File: config.mk
export PLATFORM = sky130hd
export DESIGN_NAME = arpc_table
export DESIGN_NICKNAME = d
export VERILOG_FILES = /design/src/rtl/arp_address_cache_assert.svh /design/src/rtl/arpc_pkg.sv /design/src/rtl/arpc_table.sv
export SDC_FILE = /design/constraint.sdc
export NUM_CORES = 1
export LEC_CHECK = 0
export BUFFER_PORTS_ARGS = -buffer_cell sky130_fd_sc_hd__buf_2
export CAP_MARGIN = 0
export CORE_ASPECT_RATIO = 0.75
export CORE_MARGIN = 2
export CORE_UTILIZATION = 60
export DETAILED_ROUTE_END_ITERATION = 8
export PLACE_DENSITY = 0.77
export SLEW_MARGIN = 20
export SYNTH_ARGS = -nofsm -noshare
export SYNTH_HDL_FRONTEND = slang
export SYNTH_SLANG_ARGS = --single-unit
File: constraint.sdc
create_clock -name i_clk -period 16.64 [get_ports i_clk]
set_clock_uncertainty 0.05 [all_clocks]
set_input_delay 1.664 -clock i_clk [delete_from_list [all_inputs] [get_ports i_clk]]
set_output_delay 1.664 -clock i_clk [all_outputs]
set_load 0.02 [all_outputs]
File: src/rtl/arp_address_cache_assert.svh
// ----------------------------------------------------------------------------
// arp address cache assertion macros
// implication checks sampled on i_clk, disabled while i_rst_n is low
// ----------------------------------------------------------------------------
`ifndef ARP_ADDRESS_CACHE_ASSERT_SVH
`define ARP_ADDRESS_CACHE_ASSERT_SVH

`ifndef SYNTH
// same-cycle implication
`define ARPC_ASSERT_NOW(lbl, ante, cons) \
    lbl: assert property (@(posedge i_clk) disable iff (!i_rst_n) (ante) |-> (cons)) \
        else $error("arpc same-cycle check failed");
// next-cycle implication
`define ARPC_ASSERT_NEXT(lbl, ante, cons) \
    lbl: assert property (@(posedge i_clk) disable iff (!i_rst_n) (ante) |=> (cons)) \
        else $error("arpc next-cycle check failed");
`else
`define ARPC_ASSERT_NOW(lbl, ante, cons)
`define ARPC_ASSERT_NEXT(lbl, ante, cons)
`endif

`endif

File: src/rtl/arpc_pkg.sv
// ----------------------------------------------------------------------------
// arpc_pkg
// sizes, codes and shared structs of the arp address cache
// ----------------------------------------------------------------------------
package arpc_pkg;

    localparam int CACHE_ENTRIES = 16;
    localparam int IDX_W         = $clog2(CACHE_ENTRIES);
    localparam int CNT_W         = $clog2(CACHE_ENTRIES + 1);

    localparam int OP_W  = 3;
    localparam int IP_W  = 32;
    localparam int MAC_W = 48;
    localparam int ST_W  = 3;
    localparam int EC_W  = 5;

    localparam logic [IDX_W-1:0] LAST_IDX = IDX_W'(CACHE_ENTRIES - 1);
    localparam logic [CNT_W-1:0] LAST_CNT = CNT_W'(CACHE_ENTRIES - 1);
    localparam logic [CNT_W-1:0] FULL_CNT = CNT_W'(CACHE_ENTRIES);

    // operation codes
    localparam logic [OP_W-1:0] OP_LOOKUP  = 3'd0;
    localparam logic [OP_W-1:0] OP_ADD     = 3'd1;
    localparam logic [OP_W-1:0] OP_UPDATE  = 3'd2;
    localparam logic [OP_W-1:0] OP_ACCEPT  = 3'd3;
    localparam logic [OP_W-1:0] OP_PENDING = 3'd4;
    localparam logic [OP_W-1:0] OP_CLEAR   = 3'd5;

    // status codes
    localparam logic [ST_W-1:0] ST_OK     = 3'd0;
    localparam logic [ST_W-1:0] ST_MISS   = 3'd1;
    localparam logic [ST_W-1:0] ST_ZERO   = 3'd2;
    localparam logic [ST_W-1:0] ST_REJECT = 3'd3;
    localparam logic [ST_W-1:0] ST_EVICT  = 3'd4;

    typedef struct packed {
        logic             wr_en;
        logic [IDX_W-1:0] wr_addr;
        logic [IP_W-1:0]  wr_ip;
        logic [MAC_W-1:0] wr_mac;
        logic [IDX_W-1:0] rd_addr;
    } t_mem_req;

    typedef struct packed {
        logic [IP_W-1:0]  ip;
        logic [MAC_W-1:0] mac;
    } t_mem_rsp;

    typedef struct packed {
        logic [ST_W-1:0]  status;
        logic [MAC_W-1:0] mac;
        logic [EC_W-1:0]  count;
    } t_result;

endpackage

File: src/rtl/arpc_table.sv
// ----------------------------------------------------------------------------
// arpc_table
// entry storage: one write and one registered read per cycle
// ----------------------------------------------------------------------------
module arpc_table
    import arpc_pkg::*;
(
    input  logic     i_clk,
    input  t_mem_req i_mem,
    output t_mem_rsp o_mem
);

    logic [IP_W-1:0]  r_ip_mem  [CACHE_ENTRIES];
    logic [MAC_W-1:0] r_mac_mem [CACHE_ENTRIES];
    logic [IP_W-1:0]  r_rd_ip;
    logic [MAC_W-1:0] r_rd_mac;

    always_ff @(posedge i_clk) begin
        if (i_mem.wr_en) begin
            r_ip_mem[i_mem.wr_addr]  <= i_mem.wr_ip;
            r_mac_mem[i_mem.wr_addr] <= i_mem.wr_mac;
        end
    end

    always_ff @(posedge i_clk) begin
        r_rd_ip  <= r_ip_mem[i_mem.rd_addr];
        r_rd_mac <= r_mac_mem[i_mem.rd_addr];
    end

    assign o_mem.ip  = r_rd_ip;
    assign o_mem.mac = r_rd_mac;

endmodule

After elaboration in Yosys (flattened, before gate mapping)
Memory sizes are Yosys's and may differ from the RTL's. A register that Yosys moved wholly into a read port is not among the register bits.
Cells that the tools add are included.

word-level totals
  flip-flop bits (word level) = 0
  latch bits = 0
  memory bits (writable) = 1280
  memory bits (read-only) = 0
  bits of input ports = 90
  memories kept = 2

operators by class
  add/subtract/negate cells = 0
  multiply operators = 0
  div/mod/pow operators = 0
  order comparisons = 0
  eq/ne operators = 0
  shifts and indexed selects = 0
  muxes and demuxes = 2
  bitwise operators = 0
  reduce and logical (&&, ||, !) cells = 0

memory list
  memory     depth  width  read ports  clocked after memory_dff  write ports  line              text
  r_mac_mem  16     48     1           1                         1            arpc_table.sv:14  logic [MAC_W-1:0] r_mac_mem [CACHE_ENTRIES];
  r_ip_mem   16     32     1           1                         1            arpc_table.sv:13  logic [IP_W-1:0] r_ip_mem [CACHE_ENTRIES];

operators with widths
  kind              count
  1-bit 2-to-1 mux  2

Longest topological paths before layout
  depth after elaboration = 2
  mapped depth = 6
  mapped depth without buffers = 3

Least setup slack after synthesis
OpenSTA, ideal clock, no wires.

  path kind = input-to-reg
  start = input i_mem[87] (netlist name)
  end = memory r_ip_mem[0][0], enable pin
  setup time = 618 ps
  data arrival time = 7600 ps
  data required time = 15972 ps
  slack = 8373 ps
  cell stages on the path = 2
  cells stage by stage = or3b_2 -> nor3_1

RTL lines
  item             line              text
  start, declared  arpc_table.sv:9   input t_mem_req i_mem,
  end, declared    arpc_table.sv:13

Straight into the memory's write port.

==> results.md <==
- Outcome: complete, no violations
- Final weighted congestion of routability-driven global placement: 0.726
- Overall die height: 253 um
- Average routed wire per standard cell: 31.6 um
- CTS Root Cell: sky130_fd_sc_hd__clkbuf_16
- Overall Global Routing Usage: 26.2%
- Destination of the worst hold path: r_rd_ip[20]$_DFF_P_
- Drt via density: 6.64
- Period minus WS final: 4270 ps
- Top cells by area in the synthesized netlist: sky130_fd_sc_hd__edfxtp_1 (78%), sky130_fd_sc_hd__mux4_2 (15%), sky130_fd_sc_hd__dfxtp_1 (3.2%), sky130_fd_sc_hd__a22oi_1 (2.4%), sky130_fd_sc_hd__nand2_1 (0.62%)
- Initial antenna violation count: 13
- Max Fanout on Critical Path: 68
- Data required time at the worst endpoint: 17,150 ps
- Final setup fails: 0
- Placement row count: 91
- Prevailing post-synth register cell: sky130_fd_sc_hd__edfxtp_1
- Skew-Pair Late Insertion Delay: 690 ps
- Reg-to-reg startpoint: r_mac_mem[2][47]$_DFFE_PP_
- Cell area power density: 126 nW/um2
- Leakage component of the power: 0.0179 uW
- Proportion of netlist area held by the largest area contributor: 77.8%
- Die area: 84,700 um2
- Max-Slew Margin vs Limit: 23.0%
- Via count of the first global-routing pass: 23,400
- Worst hold-check path type: flop to flop
- Die boundary width: 335 um
- DR DRC count: 0
- Number of unique standard cell types used by synthesis: 18
- Hold violation count in the final report: 0
- Net total in the final layout: 2,377
- Achievable frequency: 0.234 GHz
- Total grt overflow: 0
- CTS H-tree depth: 3
- CTS max path bufs: 3
- Smallest setup slack after layout: 12,370 ps
- Final ANT Viol Nets: 0
- Type of destination of the critical path: flop
- Net Count, Synth: 2,144
- Total Wirelength: 109 mm
- Cell type of the slowest stage on the worst timing path: sky130_fd_sc_hd__buf_4
- Worst setup slack after placement: 11,320 ps
- Placed wire-length estimate after detailed placement: 52.5 mm
- Utilization of the core after routing: 68.0%
- Synth Register Bits: 1,360
- Final total negative setup slack: 0 ps
- Crit share post-route: 25.7%
- EDFF count, synth: 1,280
- Register-to-register setup slack: 15,160 ps
- Clock sink total: 1,360
- CTS clock-pin slew for the worst setup and hold paths: 60 ps
- Initial core utilization: 60.4%
- Total of fill cells in the finished design: 4,698
- Total clock buffers created by CTS: 121
- Cell depth of the worst flop-to-flop path: 3
- Max VDD drop: 0.0000942 V
- Via count: 23,000
- Sequence of cells on the critical path: buf_8, buf_4, buf_6, mux4_2, a22oi_1, nand2_1
- Top-count cell post-synth: sky130_fd_sc_hd__edfxtp_1
- CP startpoint kind: input port
- First-pass GRT wire length: 159 mm
- Max_cap viols: 0
- Cell area after synthesis: 49,400 um2
- Commonest cells post-synth: sky130_fd_sc_hd__edfxtp_1 (1,280), sky130_fd_sc_hd__mux4_2 (320), sky130_fd_sc_hd__a22oi_1 (160), sky130_fd_sc_hd__nand2_1 (81), sky130_fd_sc_hd__dfxtp_1 (80)
- Synthesized instance count: 2,054
- Asr flop ratio synth: 0%
- Worst Max-Slew Pin Slew: 1150 ps
- Hold Buf Count CTS: 0
- RSZ-0062 raised after global routing: false
- CORE AREA: 81,900 um2
- Endpoint of the worst register-to-register path: r_rd_mac[47]$_DFF_P_
- Hold path startpoint: r_ip_mem[15][20]$_DFFE_PP_
- Arrival time reported for the critical path endpoint: 4780 ps
- Layout cell share with drive strength beyond 1: 31.1%
- Input/output buffers: 169
- Buffer count from post-CTS setup fixing: 0
- Mean area per synthesized cell: 24.1 um2
- Pin count of the biggest net entering global routing: 117
- Number of cells upsized or downsized after cts: 0
- Stage delay of the slowest cell on the critical path: 790 ps
- Kind of critical path: input port to flop
- Warning count from the yosys run: 0
- Iteration count of the initial detailed-routing pass: 6
- Final max-slew violation count: 0
- Hold depth: 3
- CTS tree: done
- Number of primary I/O pins: 170
- Sequential cell area fraction in the yosys report: 81.0%
- Cell type with the largest total area after synthesis: sky130_fd_sc_hd__edfxtp_1
- Starting DRT DRC Count: 3,179
- Area growth, synth to finish: 12.7%
==> layer usage <==
| metal | global-route usage (%) | routed length, um | vias to the layer above |
|---|---|---|---|
| li1 | - | - | 9275 |
| met1 | 38.1 | 42400 | 12200 |
| met2 | 41.6 | 53900 | 1386 |
| met3 | 5.60 | 10800 | 178 |
| met4 | 6.55 | 2190 | 16 |
| met5 | 0 | 102 | - |
==> cell type report <==
cell class / instances / area (um2) / share of cell area [%]
Clock buffer: 171 / 3460 / 6.21
Multi-Input combinational cell: 587 / 8980 / 16.1
Clock inverter: 58 / 612 / 1.10
Tap cell: 1069 / 1340 / 2.40
Sequential cell: 1360 / 40000 / 71.9
Timing Repair Buffer: 217 / 1250 / 2.24
Antenna cell: 5 / 12.5 / 0.0225
==> power breakdown <==
group          total [uW]  switching [uW]  internal, uW
Sequential           3860            29.0          3830
Clock                2830            1200          1630
Combinational         349             218           131
==> cell usage in the layout (no fill, tap or decap), types with 18 or more instances in the layout <==
cell type | synthesis | final
sky130_fd_sc_hd__nand2_1 | 81 | 81
sky130_fd_sc_hd__buf_2 | 23 | 167
sky130_fd_sc_hd__a22oi_1 | 160 | 160
sky130_fd_sc_hd__clkinv_2 | 0 | 23
sky130_fd_sc_hd__clkbuf_16 | 0 | 124
sky130_fd_sc_hd__mux4_2 | 320 | 320
sky130_fd_sc_hd__buf_4 | 4 | 45
sky130_fd_sc_hd__clkbuf_1 | 42 | 29
sky130_fd_sc_hd__clkbuf_8 | 0 | 18
sky130_fd_sc_hd__dfxtp_1 | 80 | 80
sky130_fd_sc_hd__edfxtp_1 | 1280 | 1280
==> logic make-up after synthesis <==
kind of cell           synth area share, %
AOI/OAI and AO/OA                     2.43
buffers and inverters                 1.10
DFF                                   81.0
muxes                                 14.6
and+or+nand+nor                      0.876
==> how the worst max path moves through the flow <==
stage	start	end	slack, ps
final	i_mem[0]	r_rd_mac[26]$_DFF_P_	12370
after global routing	i_mem[0]	r_rd_mac[20]$_DFF_P_	12030
after CTS	i_mem[0]	r_rd_mac[26]$_DFF_P_	12000
after detailed placement	i_mem[0]	r_rd_mac[19]$_DFF_P_	11320
after global placement	i_mem[0]	r_rd_mac[21]$_DFF_P_	11390
after floorplan	i_mem[87]	r_ip_mem[0][0]$_DFFE_PP_	8370
==> worst max-delay path: cells and delay by family <==
family,cells,cell delay [ps]
buffers and inverters,3,2030
multiplexers,1,590
AND/OR/NAND/NOR,1,110
AO/OA/AOI/OAI,1,220
==> state kept, by name (all words and copies together) (netlist names) <==
name       cells
r_rd_mac      48
r_mac_mem    768
r_ip_mem     512
r_rd_ip       32
==> stage by stage <==
stage	hold slack, ps	power [uW]	instances	area [um2]
after global placement	597	4260	3233	51600
final	606	7040	3467	55700
after floorplan	585	4130	2054	49400
after detailed placement	603	4280	3233	51600
after global routing	634	7220	3465	55700
after CTS	604	7070	3462	55700
Note: power is estimated with default switching activity, not from simulation.
