[src/rtl/arp_address_cache_assert.svh]
// ----------------------------------------------------------------------------
// arp address cache assertion macros
// implication checks sampled on i_clk, disabled while i_rst_n is low
// ----------------------------------------------------------------------------
`ifndef ARP_ADDRESS_CACHE_ASSERT_SVH
`define ARP_ADDRESS_CACHE_ASSERT_SVH

`ifndef SYNTH
// same-cycle implication
`define ARPC_ASSERT_NOW(lbl, ante, cons) \
    lbl: assert property (@(posedge i_clk) disable iff (!i_rst_n) (ante) |-> (cons)) \
        else $error("arpc same-cycle check failed");
// next-cycle implication
`define ARPC_ASSERT_NEXT(lbl, ante, cons) \
    lbl: assert property (@(posedge i_clk) disable iff (!i_rst_n) (ante) |=> (cons)) \
        else $error("arpc next-cycle check failed");
`else
`define ARPC_ASSERT_NOW(lbl, ante, cons)
`define ARPC_ASSERT_NEXT(lbl, ante, cons)
`endif

`endif

[src/rtl/arpc_pkg.sv]
// ----------------------------------------------------------------------------
// arpc_pkg
// sizes, codes and shared structs of the arp address cache
// ----------------------------------------------------------------------------
package arpc_pkg;

    localparam int CACHE_ENTRIES = 16;
    localparam int IDX_W         = $clog2(CACHE_ENTRIES);
    localparam int CNT_W         = $clog2(CACHE_ENTRIES + 1);

    localparam int OP_W  = 3;
    localparam int IP_W  = 32;
    localparam int MAC_W = 48;
    localparam int ST_W  = 3;
    localparam int EC_W  = 5;

    localparam logic [IDX_W-1:0] LAST_IDX = IDX_W'(CACHE_ENTRIES - 1);
    localparam logic [CNT_W-1:0] LAST_CNT = CNT_W'(CACHE_ENTRIES - 1);
    localparam logic [CNT_W-1:0] FULL_CNT = CNT_W'(CACHE_ENTRIES);

    // operation codes
    localparam logic [OP_W-1:0] OP_LOOKUP  = 3'd0;
    localparam logic [OP_W-1:0] OP_ADD     = 3'd1;
    localparam logic [OP_W-1:0] OP_UPDATE  = 3'd2;
    localparam logic [OP_W-1:0] OP_ACCEPT  = 3'd3;
    localparam logic [OP_W-1:0] OP_PENDING = 3'd4;
    localparam logic [OP_W-1:0] OP_CLEAR   = 3'd5;

    // status codes
    localparam logic [ST_W-1:0] ST_OK     = 3'd0;
    localparam logic [ST_W-1:0] ST_MISS   = 3'd1;
    localparam logic [ST_W-1:0] ST_ZERO   = 3'd2;
    localparam logic [ST_W-1:0] ST_REJECT = 3'd3;
    localparam logic [ST_W-1:0] ST_EVICT  = 3'd4;

    typedef struct packed {
        logic             wr_en;
        logic [IDX_W-1:0] wr_addr;
        logic [IP_W-1:0]  wr_ip;
        logic [MAC_W-1:0] wr_mac;
        logic [IDX_W-1:0] rd_addr;
    } t_mem_req;

    typedef struct packed {
        logic [IP_W-1:0]  ip;
        logic [MAC_W-1:0] mac;
    } t_mem_rsp;

    typedef struct packed {
        logic [ST_W-1:0]  status;
        logic [MAC_W-1:0] mac;
        logic [EC_W-1:0]  count;
    } t_result;

endpackage

[src/rtl/arpc_ctrl.sv]
// ----------------------------------------------------------------------------
// arpc_ctrl
// sequencer: walks the table with one address comparator, shifts on eviction
// ----------------------------------------------------------------------------
`include "arp_address_cache_assert.svh"

module arpc_ctrl
    import arpc_pkg::*;
(
    input  logic             i_clk,
    input  logic             i_rst_n,
    input  logic             i_req_valid,
    input  logic [OP_W-1:0]  i_req_op,
    input  logic [IP_W-1:0]  i_req_ip,
    input  logic [MAC_W-1:0] i_req_mac,
    output logic             o_req_ready,
    output t_mem_req         o_mem,
    input  t_mem_rsp         i_mem,
    output logic             o_res_valid,
    output t_result          o_res,
    input  logic             i_res_take
);

    typedef enum logic [3:0] {
        S_IDLE  = 4'b0001,
        S_SCAN  = 4'b0010,
        S_SHIFT = 4'b0100,
        S_DONE  = 4'b1000
    } t_state;

    t_state           r_state, n_state;
    logic [OP_W-1:0]  r_op, n_op;
    logic [IP_W-1:0]  r_ip, n_ip;
    logic [MAC_W-1:0] r_mac, n_mac;
    logic [CNT_W-1:0] r_count, n_count;
    logic [IP_W-1:0]  r_pending, n_pending;
    logic [CNT_W-1:0] r_idx, n_idx;
    logic [IDX_W-1:0] r_cmp_idx, n_cmp_idx;
    logic             r_pend, n_pend;
    logic [ST_W-1:0]  r_status, n_status;
    logic [MAC_W-1:0] r_res_mac, n_res_mac;

    logic match;
    logic last;

    // compare the entry read last cycle
    assign match = r_pend && (i_mem.ip == r_ip);
    assign last  = (r_count == '0) ||
                   (r_pend && (r_cmp_idx == IDX_W'(r_count - CNT_W'(1))));

    always_comb begin
        n_state   = r_state;
        n_op      = r_op;
        n_ip      = r_ip;
        n_mac     = r_mac;
        n_count   = r_count;
        n_pending = r_pending;
        n_idx     = r_idx;
        n_cmp_idx = r_cmp_idx;
        n_pend    = 1'b0;
        n_status  = r_status;
        n_res_mac = r_res_mac;

        o_mem.wr_en   = 1'b0;
        o_mem.wr_addr = r_cmp_idx;
        o_mem.wr_ip   = r_ip;
        o_mem.wr_mac  = r_mac;
        o_mem.rd_addr = r_idx[IDX_W-1:0];

        case (r_state)
            S_IDLE: begin
                if (i_req_valid) begin
                    n_op      = i_req_op;
                    n_ip      = i_req_ip;
                    n_mac     = i_req_mac;
                    n_idx     = '0;
                    n_status  = ST_OK;
                    n_res_mac = '0;
                    n_state   = S_DONE;
                    case (i_req_op)
                        OP_LOOKUP: begin
                            n_state = S_SCAN;
                        end
                        OP_ADD, OP_UPDATE: begin
                            if (i_req_ip == '0) begin
                                n_status = ST_ZERO;
                            end else begin
                                n_state = S_SCAN;
                            end
                        end
                        OP_ACCEPT: begin
                            if ((r_pending == '0) || (i_req_ip != r_pending)) begin
                                n_status = ST_REJECT;
                            end else begin
                                n_state = S_SCAN;
                            end
                        end
                        OP_PENDING: begin
                            n_pending = i_req_ip;
                        end
                        OP_CLEAR: begin
                            n_count = '0;
                        end
                        default: begin
                        end
                    endcase
                end
            end
            S_SCAN: begin
                if (match) begin
                    if (r_op == OP_LOOKUP) begin
                        n_res_mac = i_mem.mac;
                    end else begin
                        // refresh the mac of the matching entry
                        o_mem.wr_en = 1'b1;
                        if (r_op == OP_ACCEPT) begin
                            n_pending = '0;
                        end
                    end
                    n_state = S_DONE;
                end else if (last) begin
                    if ((r_op == OP_LOOKUP) || (r_op == OP_UPDATE)) begin
                        n_status = ST_MISS;
                        n_state  = S_DONE;
                    end else begin
                        if (r_op == OP_ACCEPT) begin
                            n_pending = '0;
                        end
                        if (r_count < FULL_CNT) begin
                            // append after the last filled entry
                            o_mem.wr_en   = 1'b1;
                            o_mem.wr_addr = r_count[IDX_W-1:0];
                            n_count       = r_count + CNT_W'(1);
                            n_state       = S_DONE;
                        end else begin
                            n_idx   = CNT_W'(2);
                            n_state = S_SHIFT;
                        end
                    end
                end else begin
                    n_pend    = 1'b1;
                    n_cmp_idx = r_idx[IDX_W-1:0];
                    n_idx     = r_idx + CNT_W'(1);
                end
            end
            S_SHIFT: begin
                if (r_pend) begin
                    // move entry down by one, entry 0 stays pinned
                    o_mem.wr_en   = 1'b1;
                    o_mem.wr_addr = r_cmp_idx - IDX_W'(1);
                    o_mem.wr_ip   = i_mem.ip;
                    o_mem.wr_mac  = i_mem.mac;
                end
                if (r_idx <= LAST_CNT) begin
                    n_pend    = 1'b1;
                    n_cmp_idx = r_idx[IDX_W-1:0];
                    n_idx     = r_idx + CNT_W'(1);
                end else if (!r_pend) begin
                    o_mem.wr_en   = 1'b1;
                    o_mem.wr_addr = LAST_IDX;
                    n_status      = ST_EVICT;
                    n_state       = S_DONE;
                end
            end
            S_DONE: begin
                if (i_res_take) begin
                    n_state = S_IDLE;
                end
            end
            default: begin
                n_state = S_IDLE;
            end
        endcase
    end

    always_ff @(posedge i_clk) begin
        if (!i_rst_n) begin
            r_state   <= S_IDLE;
            r_count   <= '0;
            r_pending <= '0;
            r_pend    <= 1'b0;
        end else begin
            r_state   <= n_state;
            r_count   <= n_count;
            r_pending <= n_pending;
            r_pend    <= n_pend;
        end
    end

    always_ff @(posedge i_clk) begin
        r_op      <= n_op;
        r_ip      <= n_ip;
        r_mac     <= n_mac;
        r_idx     <= n_idx;
        r_cmp_idx <= n_cmp_idx;
        r_status  <= n_status;
        r_res_mac <= n_res_mac;
    end

    assign o_req_ready  = (r_state == S_IDLE);
    assign o_res_valid  = (r_state == S_DONE);
    assign o_res.status = r_status;
    assign o_res.mac    = r_res_mac;
    assign o_res.count  = EC_W'(r_count);

    `ARPC_ASSERT_NOW(a_count_range, 1'b1, r_count <= FULL_CNT)
    `ARPC_ASSERT_NOW(a_shift_full, r_state == S_SHIFT, r_count == FULL_CNT)
    `ARPC_ASSERT_NOW(a_wr_state, o_mem.wr_en, (r_state == S_SCAN) || (r_state == S_SHIFT))
    `ARPC_ASSERT_NEXT(a_busy_after_accept, i_req_valid && o_req_ready, r_state != S_IDLE)
    `ARPC_ASSERT_NOW(a_evict_full, o_res_valid && (r_status == ST_EVICT), r_count == FULL_CNT)

endmodule

[config.mk]
export PLATFORM = sky130hd
export DESIGN_NAME = arpc_ctrl
export DESIGN_NICKNAME = d
export VERILOG_FILES = /design/src/rtl/arpc_pkg.sv /design/src/rtl/arpc_ctrl.sv
export VERILOG_INCLUDE_DIRS = /design/src /design/src/rtl
export SDC_FILE = /design/constraint.sdc
export NUM_CORES = 1
export LEC_CHECK = 0
export ABC_CLOCK_PERIOD_IN_PS = 6500
export BUFFER_PORTS_ARGS = -buffer_cell sky130_fd_sc_hd__buf_4
export CORE_ASPECT_RATIO = 1.75
export CORE_MARGIN = 2
export CORE_UTILIZATION = 54
export DETAILED_ROUTE_END_ITERATION = 7
export PLACE_DENSITY = 0.95
export SLEW_MARGIN = 0
export SYNTH_ARGS = -nofsm -noshare
export SYNTH_HDL_FRONTEND = slang
export SYNTH_SLANG_ARGS = --single-unit
[constraint.sdc]
create_clock -name i_clk -period 6.5 [get_ports i_clk]
set_input_delay 1.625 -clock i_clk [delete_from_list [all_inputs] [get_ports i_clk]]
set_output_delay 1.625 -clock i_clk [all_outputs]
set_load 0.005 [all_outputs]
; ---- Word-level counts from Yosys, hierarchy flattened
; Cells that the tools add are included.
[word_totals]
regBits = 185
output_inout_bits = 147
wordCells = 140
[op_classes]
mux = 67
n_addsub = 4
n_lt_le_gt_ge = 2
eq_ne = 34
reduce_logical = 22
[ops]
columns = cell, count
row1 = two-way mux 32 bit, 7
row2 = two-way mux 48 bit, 3
row3 = case mux 48 bit (2 select lines), 1
row4 = two-way mux 5 bit, 17
row5 = two-way mux 85 bit, 1
row6 = two-way mux 80 bit, 1
row7 = logical NOT 32 bit, 2
row8 = case mux 32 bit (2 select lines), 1
row9 = two-way mux 4 bit, 14
row10 = equality test 32 bit, 1
row11 = inequality test 32 bit, 1
row12 = inequality test 2 bit (second input constant), 12
row13 = case mux 5 bit (2 select lines), 2
row14 = two-way mux 3 bit, 6
row15 = case mux 4 bit (4 select lines), 1
row16 = inequality test 3 bit (second input constant), 5
row17 = case mux 5 bit (3 select lines), 1
row18 = AND reduction 7 bit, 2
row19 = equality test 3 x 2 -> 1 bit (second input constant), 4
row20 = case mux 4 bit (3 select lines), 1
row21 = AND reduction 6 bit, 2
row22 = adder 5 x 1 -> 5 bit (second input constant), 2
row23 = case mux 3 bit (3 select lines), 1
row24 = case mux 4 bit (2 select lines), 1
row25 = other kinds (25), 40

; ---- Longest topological paths before layout
; Gate-level depths: netlist of the first run.
[depth]
word_depth = 7
mapped_depth = 11
mapped_depth_nobuf = 9

; ---- Worst setup path before layout of the first run
; Ideal clock, no wire load.
[synth_path]
path_type = input to register
start = input i_req_valid
end = register r_res_mac[0] (enable)
slack_ns = 1.584
cell_stages = 2
setup_time_ns = 0.387
required_time_ns = 6.113
arrival_time_ns = 4.528
path_buffers = 0
path_cell_list = and2_1 -> a31o_2
[synth_via]
elab_chain_cells = 2
[synth_rtl]
columns = item, line
row1 = from (decl), arpc_ctrl.sv:12  ; input logic i_req_valid,
row2 = inequality test 2 bit (no line), n/a
row3 = AND reduction 4 bit (no line), n/a
row4 = to (signal assigned), arpc_ctrl.sv:197  ; r_res_mac <= n_res_mac;
row5 = to (decl), arpc_ctrl.sv:41  ; logic [MAC_W-1:0] r_res_mac, n_res_mac;
; No other way between the ends.
; A chain may end at the register's enable or synchronous reset.

==> results of run 1 <==
kinds of logic after synthesis:
logic type,count (synthesis),share of synthesized area [%]
DFF,185,58.6
and+or+nand+nor,236,15.2
AOI/OAI and AO/OA,71,4.84
adders and majority gates,7,0.999
buffers and inverters,49,2.88
muxes,82,10.5
xor gates and xnor gates,71,7.09
worst max path at each step:
stage                            from            to  cells past startpoint
final                       i_mem[49]     o_mem[85]                      9
after floorplan           i_req_valid  r_res_mac[0]                      2
after global routing        i_mem[62]     o_mem[85]                      9
after CTS                   i_mem[49]     o_mem[85]                      9
after detailed placement    i_mem[49]     o_mem[85]                      9
after global placement      i_mem[49]     o_mem[85]                      9
sequential cells by signal, summed over array words and instances (netlist names):
signal	count
r_idx	5
r_status	3
r_mac	48
r_op	3
r_res_mac	48
r_cmp_idx	4
r_ip	32
r_pending	32
r_count	5
r_state	4
r_pend	1
power by group:
part / internal [mW] / switching (mW)
combinational: 0.349 / 0.337
sequential: 1.48 / 0.0804
clock: 0.523 / 0.482
total: 2.35 / 0.899
metrics by stage:
stage                     area, µm²  hold slack, ns  setup slack (ns)
final                         11800           0.492              1.40
after global routing          11800           0.513              1.28
after CTS                     11800           0.489              1.38
after detailed placement      11200           0.478              1.39
after global placement        11200           0.467              1.39
after floorplan                8770           0.461              1.58
critical path, cell delays in order:
cell     delay (ns)
buf_4          0.12
xnor2_1        0.18
nand3_1        0.11
nor3_1         0.36
nand3_1        0.30
nand3_1        0.33
mux2i_1        0.22
a31oi_1        0.06
buf_4          0.17
cell type report:
cell class | instances | area [µm²]
fillers | 1043 | 4110
clock buffers | 19 | 444
clock inverters | 13 | 124
well taps | 189 | 236
multi-input cells | 467 | 3390
repair buffers | 320 | 2400
flip-flops and latches | 185 | 5130
inverters | 8 | 30.0
routing by layer:
metal	global-route usage [%]	vias to the layer above	share of wire (%)	wire length, µm
met2	54.8	456	54	14500
li1	-	3210	-	-
met5	0	-	0	0
met1	31.2	3357	32	8640
met3	6.67	96	7.9	2100
met4	18.0	0	5.7	1520
Yosys cell counts, types with 2 or more instances:
cell type	instances	area share (%)
buf_1	9	0.39
o211ai_1	2	0.17
ha_1	7	1.0
nand2b_1	3	0.21
nor3_1	10	0.57
o21ai_0	8	0.46
o31a_1	2	0.20
a31oi_1	3	0.21
xnor2_1	30	3.0
and3_1	6	0.43
nor4b_1	3	0.30
nor4b_2	2	0.34
nor4_1	28	2.0
xor2_1	41	4.1
mux2i_1	3	0.34
nand4_1	15	1.1
and2_1	53	3.8
edfxtp_1	143	49
dfxtp_1	42	9.6
nor2_1	19	0.81
a21oi_1	10	0.57
nand2_1	12	0.51
inv_1	8	0.34
buf_6	6	0.77
clkbuf_1	15	0.64
or3_1	3	0.21
o21ai_1	32	1.8
buf_4	4	0.34
mux2_2	79	10
nand3_1	74	4.2
buf_2	7	0.40
nor2b_1	4	0.29
==> impl_metrics.ini, run 1 <==
[clock_tree]
cts_setup_buffers = 0
cts_root_buf = clkbuf_16
clockBufferDepth = 2
cts_resized = 0
htreeDepth = 4
insertion_delay_ns = 0.43
cts_buffers = 17
cts_sinks = 185
cts_tree = done
cts.clk_slew.worst_paths_ns = 0.07
cts_hold_buffers = 0

[timing]
skew_ns = 0.0173
min_period_over_period_pct = 78.5
slew_violations = 0
setup_violations = 0
tns_ns = 0
max_freq_mhz = 196
slew_headroom_pct = 19.6
tightest_slew_ns = 1.21
rsz0062_at_grt = false
hold_viol = 0
finalCriticalPeriod_ns = 5.10

[synth]
synth_edf_count = 143
syn-num-nets = 875
synth_cell_types = 50
seq_area_frac_synth_pct = 58.6
yosys_warnings = 0
synth-async-reset-ratio_pct = 0
synth_cells = 701
syn_area_per_cell_um2 = 12.5
synth-seq-cells = 185
syn_area_mm2 = 0.00877
synth_flop_cell = edfxtp_1

[power]
vdd_drop_max_uv = 185
power.density_mw_per_mm2 = 276
leakage_nw = 4.83
power_mw = 3.25

[finish]
layout_common_cells = buf_4, edfxtp_1, mux2_2
synthToLayoutAreaGrowth_pct = 34.1
final_net_count = 1173
diodes = 0
instances_no_fill = 1201
postLayoutCoreUtil_pct = 74.1
final_common_cell = buf_4
layout-drive-gt1-share_pct = 43.5

[global_routing]
gr-total-overflow = 0
grt_pass1_wl_um = 39500
grt_pass1_vias = 7131
antenna_found_initial = 0
global_route.usage.total_pct = 30.4
grt_max_degree = 73

[worst_setup_path]
cp_max_fo = 7
worstPathArrival_ns = 3.48
rr_startpoint = r_state[0]
critPathLaunchType = primary input
r2r_cells = 8
r2r_slack_ns = 2.93
required_ns = 4.88
crit_type = primary input to output pin
reg2reg_to = r_count[3]
end_kind = output pin

[flow_run]
drv_cap = 0

[routing]
wirelength_um = 26700
dr.pass1.iters = 5
drc = 0
vias_per_cell = 5.93
routedWlPerCell_um = 22.3
ant_nets = 0
first_iter_violations = 482
num_vias = 7119

[place]
port_buffers = 313
dp_hpwl_um = 19700
gp_congestion = 0.913
numPlacedInstances = 1169

[outcome]
status = finished, final reports clean

[floorplan]
die_width_um = 100
die_y_um = 173
ioPinCount = 314
rows = 61
core_mm2 = 0.0159
dieArea_mm2 = 0.0173
start_util_pct = 55.2

[hold_path]
whs_endpoint = r_pending[21]
holdPathStages = 2
hold_class = register to register
hp-start = r_pending[21]
No activity file was read; power rests on OpenSTA's default activity.
==> run 2: changes to the inputs <==
--- a/config.mk
+++ b/config.mk
@@ -6,13 +6,13 @@
 export SDC_FILE = /design/constraint.sdc
 export NUM_CORES = 1
 export LEC_CHECK = 0
-export ABC_CLOCK_PERIOD_IN_PS = 6500
+export ABC_CLOCK_PERIOD_IN_PS = 4700
 export BUFFER_PORTS_ARGS = -buffer_cell sky130_fd_sc_hd__buf_4
 export CORE_ASPECT_RATIO = 1.75
 export CORE_MARGIN = 2
-export CORE_UTILIZATION = 54
+export CORE_UTILIZATION = 50
 export DETAILED_ROUTE_END_ITERATION = 7
-export PLACE_DENSITY = 0.95
+export PLACE_DENSITY = 0.91
 export SLEW_MARGIN = 0
 export SYNTH_ARGS = -nofsm -noshare
 export SYNTH_HDL_FRONTEND = slang
==> constraint.sdc (replaced) <==
create_clock -name i_clk -period 4.7 [get_ports i_clk]
set_input_delay 1.175 -clock i_clk [delete_from_list [all_inputs] [get_ports i_clk]]
set_output_delay 1.175 -clock i_clk [all_outputs]
set_load 0.005 [all_outputs]
==> impl_metrics.ini, run 2 (same netlist as run 1, synthesis figures left out) <==
[outcome]
status = finished, final reports clean

[timing]
max_freq_mhz = 223
min_period_over_period_pct = 95.4
rsz0062_at_grt = false
tns_ns = 0
skew_ns = 0.0173
layout_setup_ws_ns = 0.216
hold_viol = 0
tightest_slew_ns = 1.21
setup_violations = 0
finalCriticalPeriod_ns = 4.48
slew_headroom_pct = 19.4
slew_violations = 0
hold_ws_ns = 0.487

[hold_path]
holdPathStages = 2
hold_class = register to register

[global_routing]
grt_pass1_vias = 6964
global_route.usage.total_pct = 27.6
gr-total-overflow = 0
grt_max_degree = 73
antenna_found_initial = 0
grt_pass1_wl_um = 39000

[place]
gp_congestion = 0.920
dp_slack_ns = 0.235
dp_hpwl_um = 19600
numPlacedInstances = 1211
port_buffers = 313

[finish]
layout_common_cells = buf_4, edfxtp_1, mux2_2
top_regs = r_mac (48), r_res_mac (48)
final_net_count = 1173
synthToLayoutAreaGrowth_pct = 35.3
seq_area_mm2 = 0.00513
final_common_cell = buf_4
layout-drive-gt1-share_pct = 43.4
postLayoutCoreUtil_pct = 68.6
fillers = 1227
diodes = 0
multi_input_comb_area_mm2 = 0.00339
instances_no_fill = 1243

[worst_setup_path]
cp_max_fo = 7
end_kind = output pin
crit_type = primary input to output pin
required_ns = 3.52
r2r_cells = 9
critPathLaunchType = primary input
worstPathArrival_ns = 3.31

[floorplan]
die_y_um = 179
start_util_pct = 50.7
dieArea_mm2 = 0.0187
rows = 64
die_width_um = 104
ioPinCount = 314
core_mm2 = 0.0173

[routing]
first_iter_violations = 440
drc = 0
num_vias = 7086
wirelength_um = 26500
vias_per_cell = 5.70
dr.pass1.iters = 5
routedWlPerCell_um = 21.3
ant_nets = 0

[clock_tree]
insertion_delay_ns = 0.43
cts_tree = done
cts_root_buf = clkbuf_16
cts_sinks = 185
cts_resized = 0
cts.clk_slew.worst_paths_ns = 0.08
cts_buffers = 17
cts_setup_buffers = 0
cts_hold_buffers = 0
clockBufferDepth = 2
htreeDepth = 4

[power]
leakage_nw = 4.84
vdd_drop_max_uv = 239
power.density_mw_per_mm2 = 381

[flow_run]
drv_cap = 0
==> run 2: final timing paths <==
| path | from | endpoint | slack [ns] |
|---|---|---|---|
| worst max-delay path | i_mem[74] | o_mem[85] | 0.22 |
| worst min-delay path | r_pending[2] | r_pending[2] | 0.49 |
| worst max register to register | r_count[0] | r_pending[10] | 1.50 |
| worst min register to register | r_pending[2] | r_pending[2] | 0.49 |
==> run 2: per-layer routing <==
layer / vias up / GRT usage, % / part of all wire (%)
met5: - / 0 / 0
met2: 397 / 51.8 / 55
met3: 103 / 5.93 / 6.7
li1: 3213 / - / -
met4: 0 / 14.6 / 5.4
met1: 3373 / 28.8 / 33
==> run 2: power breakdown <==
group | total [mW] | switching [mW] | internal [mW]
registers | 2.15 | 0.107 | 2.04
logic | 0.950 | 0.461 | 0.488
clock network | 1.41 | 0.631 | 0.783
total | 4.51 | 1.20 | 3.31
==> run 2: layout make-up <==
class	instances	area share (%)
Sequential cell	185	43.3
Multi-Input combinational cell	467	28.6
Timing Repair Buffer	320	20.5
Clock buffer	23	4.31
Tap cell	231	2.44
Clock inverter	9	0.654
Inverter	8	0.253
==> run 2: worst max-delay path: stages <==
cell     delay [ns]
buf_4          0.11
xnor2_1        0.41
nand4_1        0.19
nor4_1         0.26
nand3_1        0.34
nand3_1        0.37
mux2i_1        0.24
a31oi_1        0.06
buf_4          0.16
==> run 2: metrics by stage <==
stage               power [mW]  cell area [µm²]
finish                    4.51            11900
global route              4.67            11900
CTS                       4.54            11900
detailed placement        3.13            11300
global placement          3.10            11300
floorplan                 2.57             8770
==> run 3: changes to the inputs <==
--- a/config.mk
+++ b/config.mk
@@ -6,11 +6,12 @@
 export SDC_FILE = /design/constraint.sdc
 export NUM_CORES = 1
 export LEC_CHECK = 0
+export ABC_AREA = 1
 export ABC_CLOCK_PERIOD_IN_PS = 4700
 export BUFFER_PORTS_ARGS = -buffer_cell sky130_fd_sc_hd__buf_4
 export CORE_ASPECT_RATIO = 1.75
 export CORE_MARGIN = 2
-export CORE_UTILIZATION = 50
+export CORE_UTILIZATION = 51
 export DETAILED_ROUTE_END_ITERATION = 7
 export PLACE_DENSITY = 0.91
 export SLEW_MARGIN = 0
==> impl_metrics.ini, run 3 <==
[synth]
synth_most_common_cell = nand2_1
synth_top_cell_by_area = edfxtp_1
syn-num-nets = 1319
synth-async-reset-ratio_pct = 0
ys_top_cells_by_count = nand2_1, nor2_1, inv_1
synth_cell_types = 41
syn_area_mm2 = 0.00960
synth-seq-cells = 185
synthMuxAreaShare_pct = 0
yosys_warnings = 0
synth_edf_count = 143
synthSimpleGateAreaFrac_pct = 25.1
seq_area_frac_synth_pct = 53.5
synth_fa_ha_area_share_pct = 0.912
synth_flop_cell = edfxtp_1
synth_top_family_by_area = simple AND/OR/NAND/NOR gates
synth_compound_area_share_pct = 8.90
synth_xor_area_share_pct = 2.83
yosys.area.top_type_share_pct = 44.7
synth.area.top_cells = edfxtp_1, nand2_1, dfxtp_1
syn_area_per_cell_um2 = 8.39
synth_cells = 1145

[worst_setup_path]
crit_path_start = r_state[2]
path_buf_inv = 4
critPathLaunchType = register
required_ns = 3.52
r2r_slack_ns = 1.72
cp_max_fo = 39
slowest_stage = o21ai_0
end_kind = output pin
worstPathArrival_ns = 2.99
rr_startpoint = r_count[0]
crit_type = register to output pin
crit_chain = inv_2 > nor3_4 > inv_2 > nor2_4 > clkinv_2 > o21ai_0 > buf_4
cpMostUsedCell = inv_2
crit_family = buffers and inverters
crit_path_max_incr_delay_ns = 0.68

[timing]
finalCriticalPeriod_ns = 4.17
tightest_slew_ns = 0.939
rsz0062_at_grt = false
tns_ns = 0
hold_ws_ns = 0.496
max_freq_mhz = 240
skew_ns = 0.0121
slew_headroom_pct = 37.0
min_period_over_period_pct = 88.6
slew_violations = 0
hold_viol = 0
setup_violations = 0

[clock_tree]
insertion_delay_ns = 0.43
cts_hold_buffers = 0
cts_buffers = 17
cts_tree = done
clockBufferDepth = 2
cts_resized = 0
cts.clk_slew.worst_paths_ns = 0.07
cts_sinks = 185
htreeDepth = 4
cts_root_buf = clkbuf_16
cts_setup_buffers = 0

[hold_path]
hp-start = r_pending[25]
hold_class = register to register

[finish]
layout-drive-gt1-share_pct = 27.9
top_regs = r_mac (48), r_res_mac (48)
synthToLayoutAreaGrowth_pct = 31.8
final_common_cell = buf_4
seq_area_mm2 = 0.00513
multi_input_comb_area_mm2 = 0.00363
final_net_count = 1616
diodes = 0
fillers = 1443
instances_no_fill = 1693
layout_common_cells = buf_4, nand2_1, nor2_1

[routing]
vias_per_cell = 5.33
wirelength_um = 29000
num_vias = 9016
wl_met3_um = 2330
dr.pass1.iters = 6
highest_layer = met4
wl_met2_um = 15200
ant_nets = 0
first_iter_violations = 570
drc = 0
wl_met1_um = 9620
routedWlPerCell_um = 17.1

[place]
port_buffers = 313
gp_congestion = 0.937
numPlacedInstances = 1661
dp_hpwl_um = 22400

[floorplan]
die_width_um = 108
rows = 66
start_util_pct = 51.9
core_mm2 = 0.0185
ioPinCount = 314
dieArea_mm2 = 0.0200
die_y_um = 186

[global_routing]
grt_max_degree = 58
antenna_found_initial = 0
gr-total-overflow = 0
global_route.usage.total_pct = 28.7
grt_pass1_wl_um = 43800
grt_pass1_vias = 8810

[flow_run]
drv_cap = 0

[power]
leakage_nw = 5.81
vdd_drop_max_uv = 245
power.density_mw_per_mm2 = 455

[outcome]
status = finished, final reports clean
## run 3: routing by layer
metal  vias to the layer above  GRT usage, %
met5                         -             0
met4                         0          18.4
met3                       120          6.16
met2                       459          52.8
met1                      4140          28.6
li1                       4297             -
## run 3: worst reg2reg max path, cell delays in order (launching register included)
cell,delay [ns]
dfxtp_1,0.45
inv_1,0.19
ha_1,0.34
nor2_1,0.10
a21oi_1,0.04
o21ai_0,0.08
nor2_1,0.06
nand3_1,0.08
nand2_2,0.13
nor2_2,0.14
nand2_2,0.12
nand2_4,0.41
clkinv_2,0.43
nand3_2,0.19
a21oi_2,0.07
## run 3: layout make-up
cell class / instances / area share [%]
sequential: 185 / 40.6
multi-input combinational: 754 / 28.7
tap: 238 / 2.35
inverter: 161 / 4.79
timing repair buffer: 323 / 19.3
clock inverter: 15 / 0.988
clock buffer: 17 / 3.36
## run 3: power by group
group | internal [mW] | switching, mW
Clock | 0.730 | 0.634
Combinational | 0.809 | 1.09
Sequential | 2.30 | 0.196
## run 3: stage by stage
| step | cell area, µm² | setup slack (ns) | utilization, % | total power [mW] |
|---|---|---|---|---|
| 2_1_floorplan | 9610 | 0.275 | - | 3.51 |
| 3_3_place_gp | 12100 | 0.616 | 65.5 | 4.34 |
| 3_5_place_dp | 12100 | 0.579 | 65.5 | 4.41 |
| 4_1_cts | 12700 | 0.572 | 68.4 | 5.77 |
| 5_1_grt | 12700 | 0.374 | 68.4 | 6.07 |
| 6_report | 12700 | 0.535 | 68.4 | 5.76 |
## run 3: final timing paths
| path | cells past startpoint | endpoint |
|---|---|---|
| worst max register to register | 14 | r_pending[13] |
| worst max-delay path | 7 | o_mem[25] |
| worst min register to register | 2 | r_pending[25] |
| worst min-delay path | 2 | r_pending[25] |
## run 3: logic make-up (layout without fill, tap and decap cells)
kind of cell,count (synthesis),in the layout
AND/OR/NAND/NOR,558,558
AO/OA/AOI/OAI,158,158
flip-flops,185,185
buffers and inverters,206,516
XOR/XNOR,31,31
adder cells (fa/ha/maj),7,7
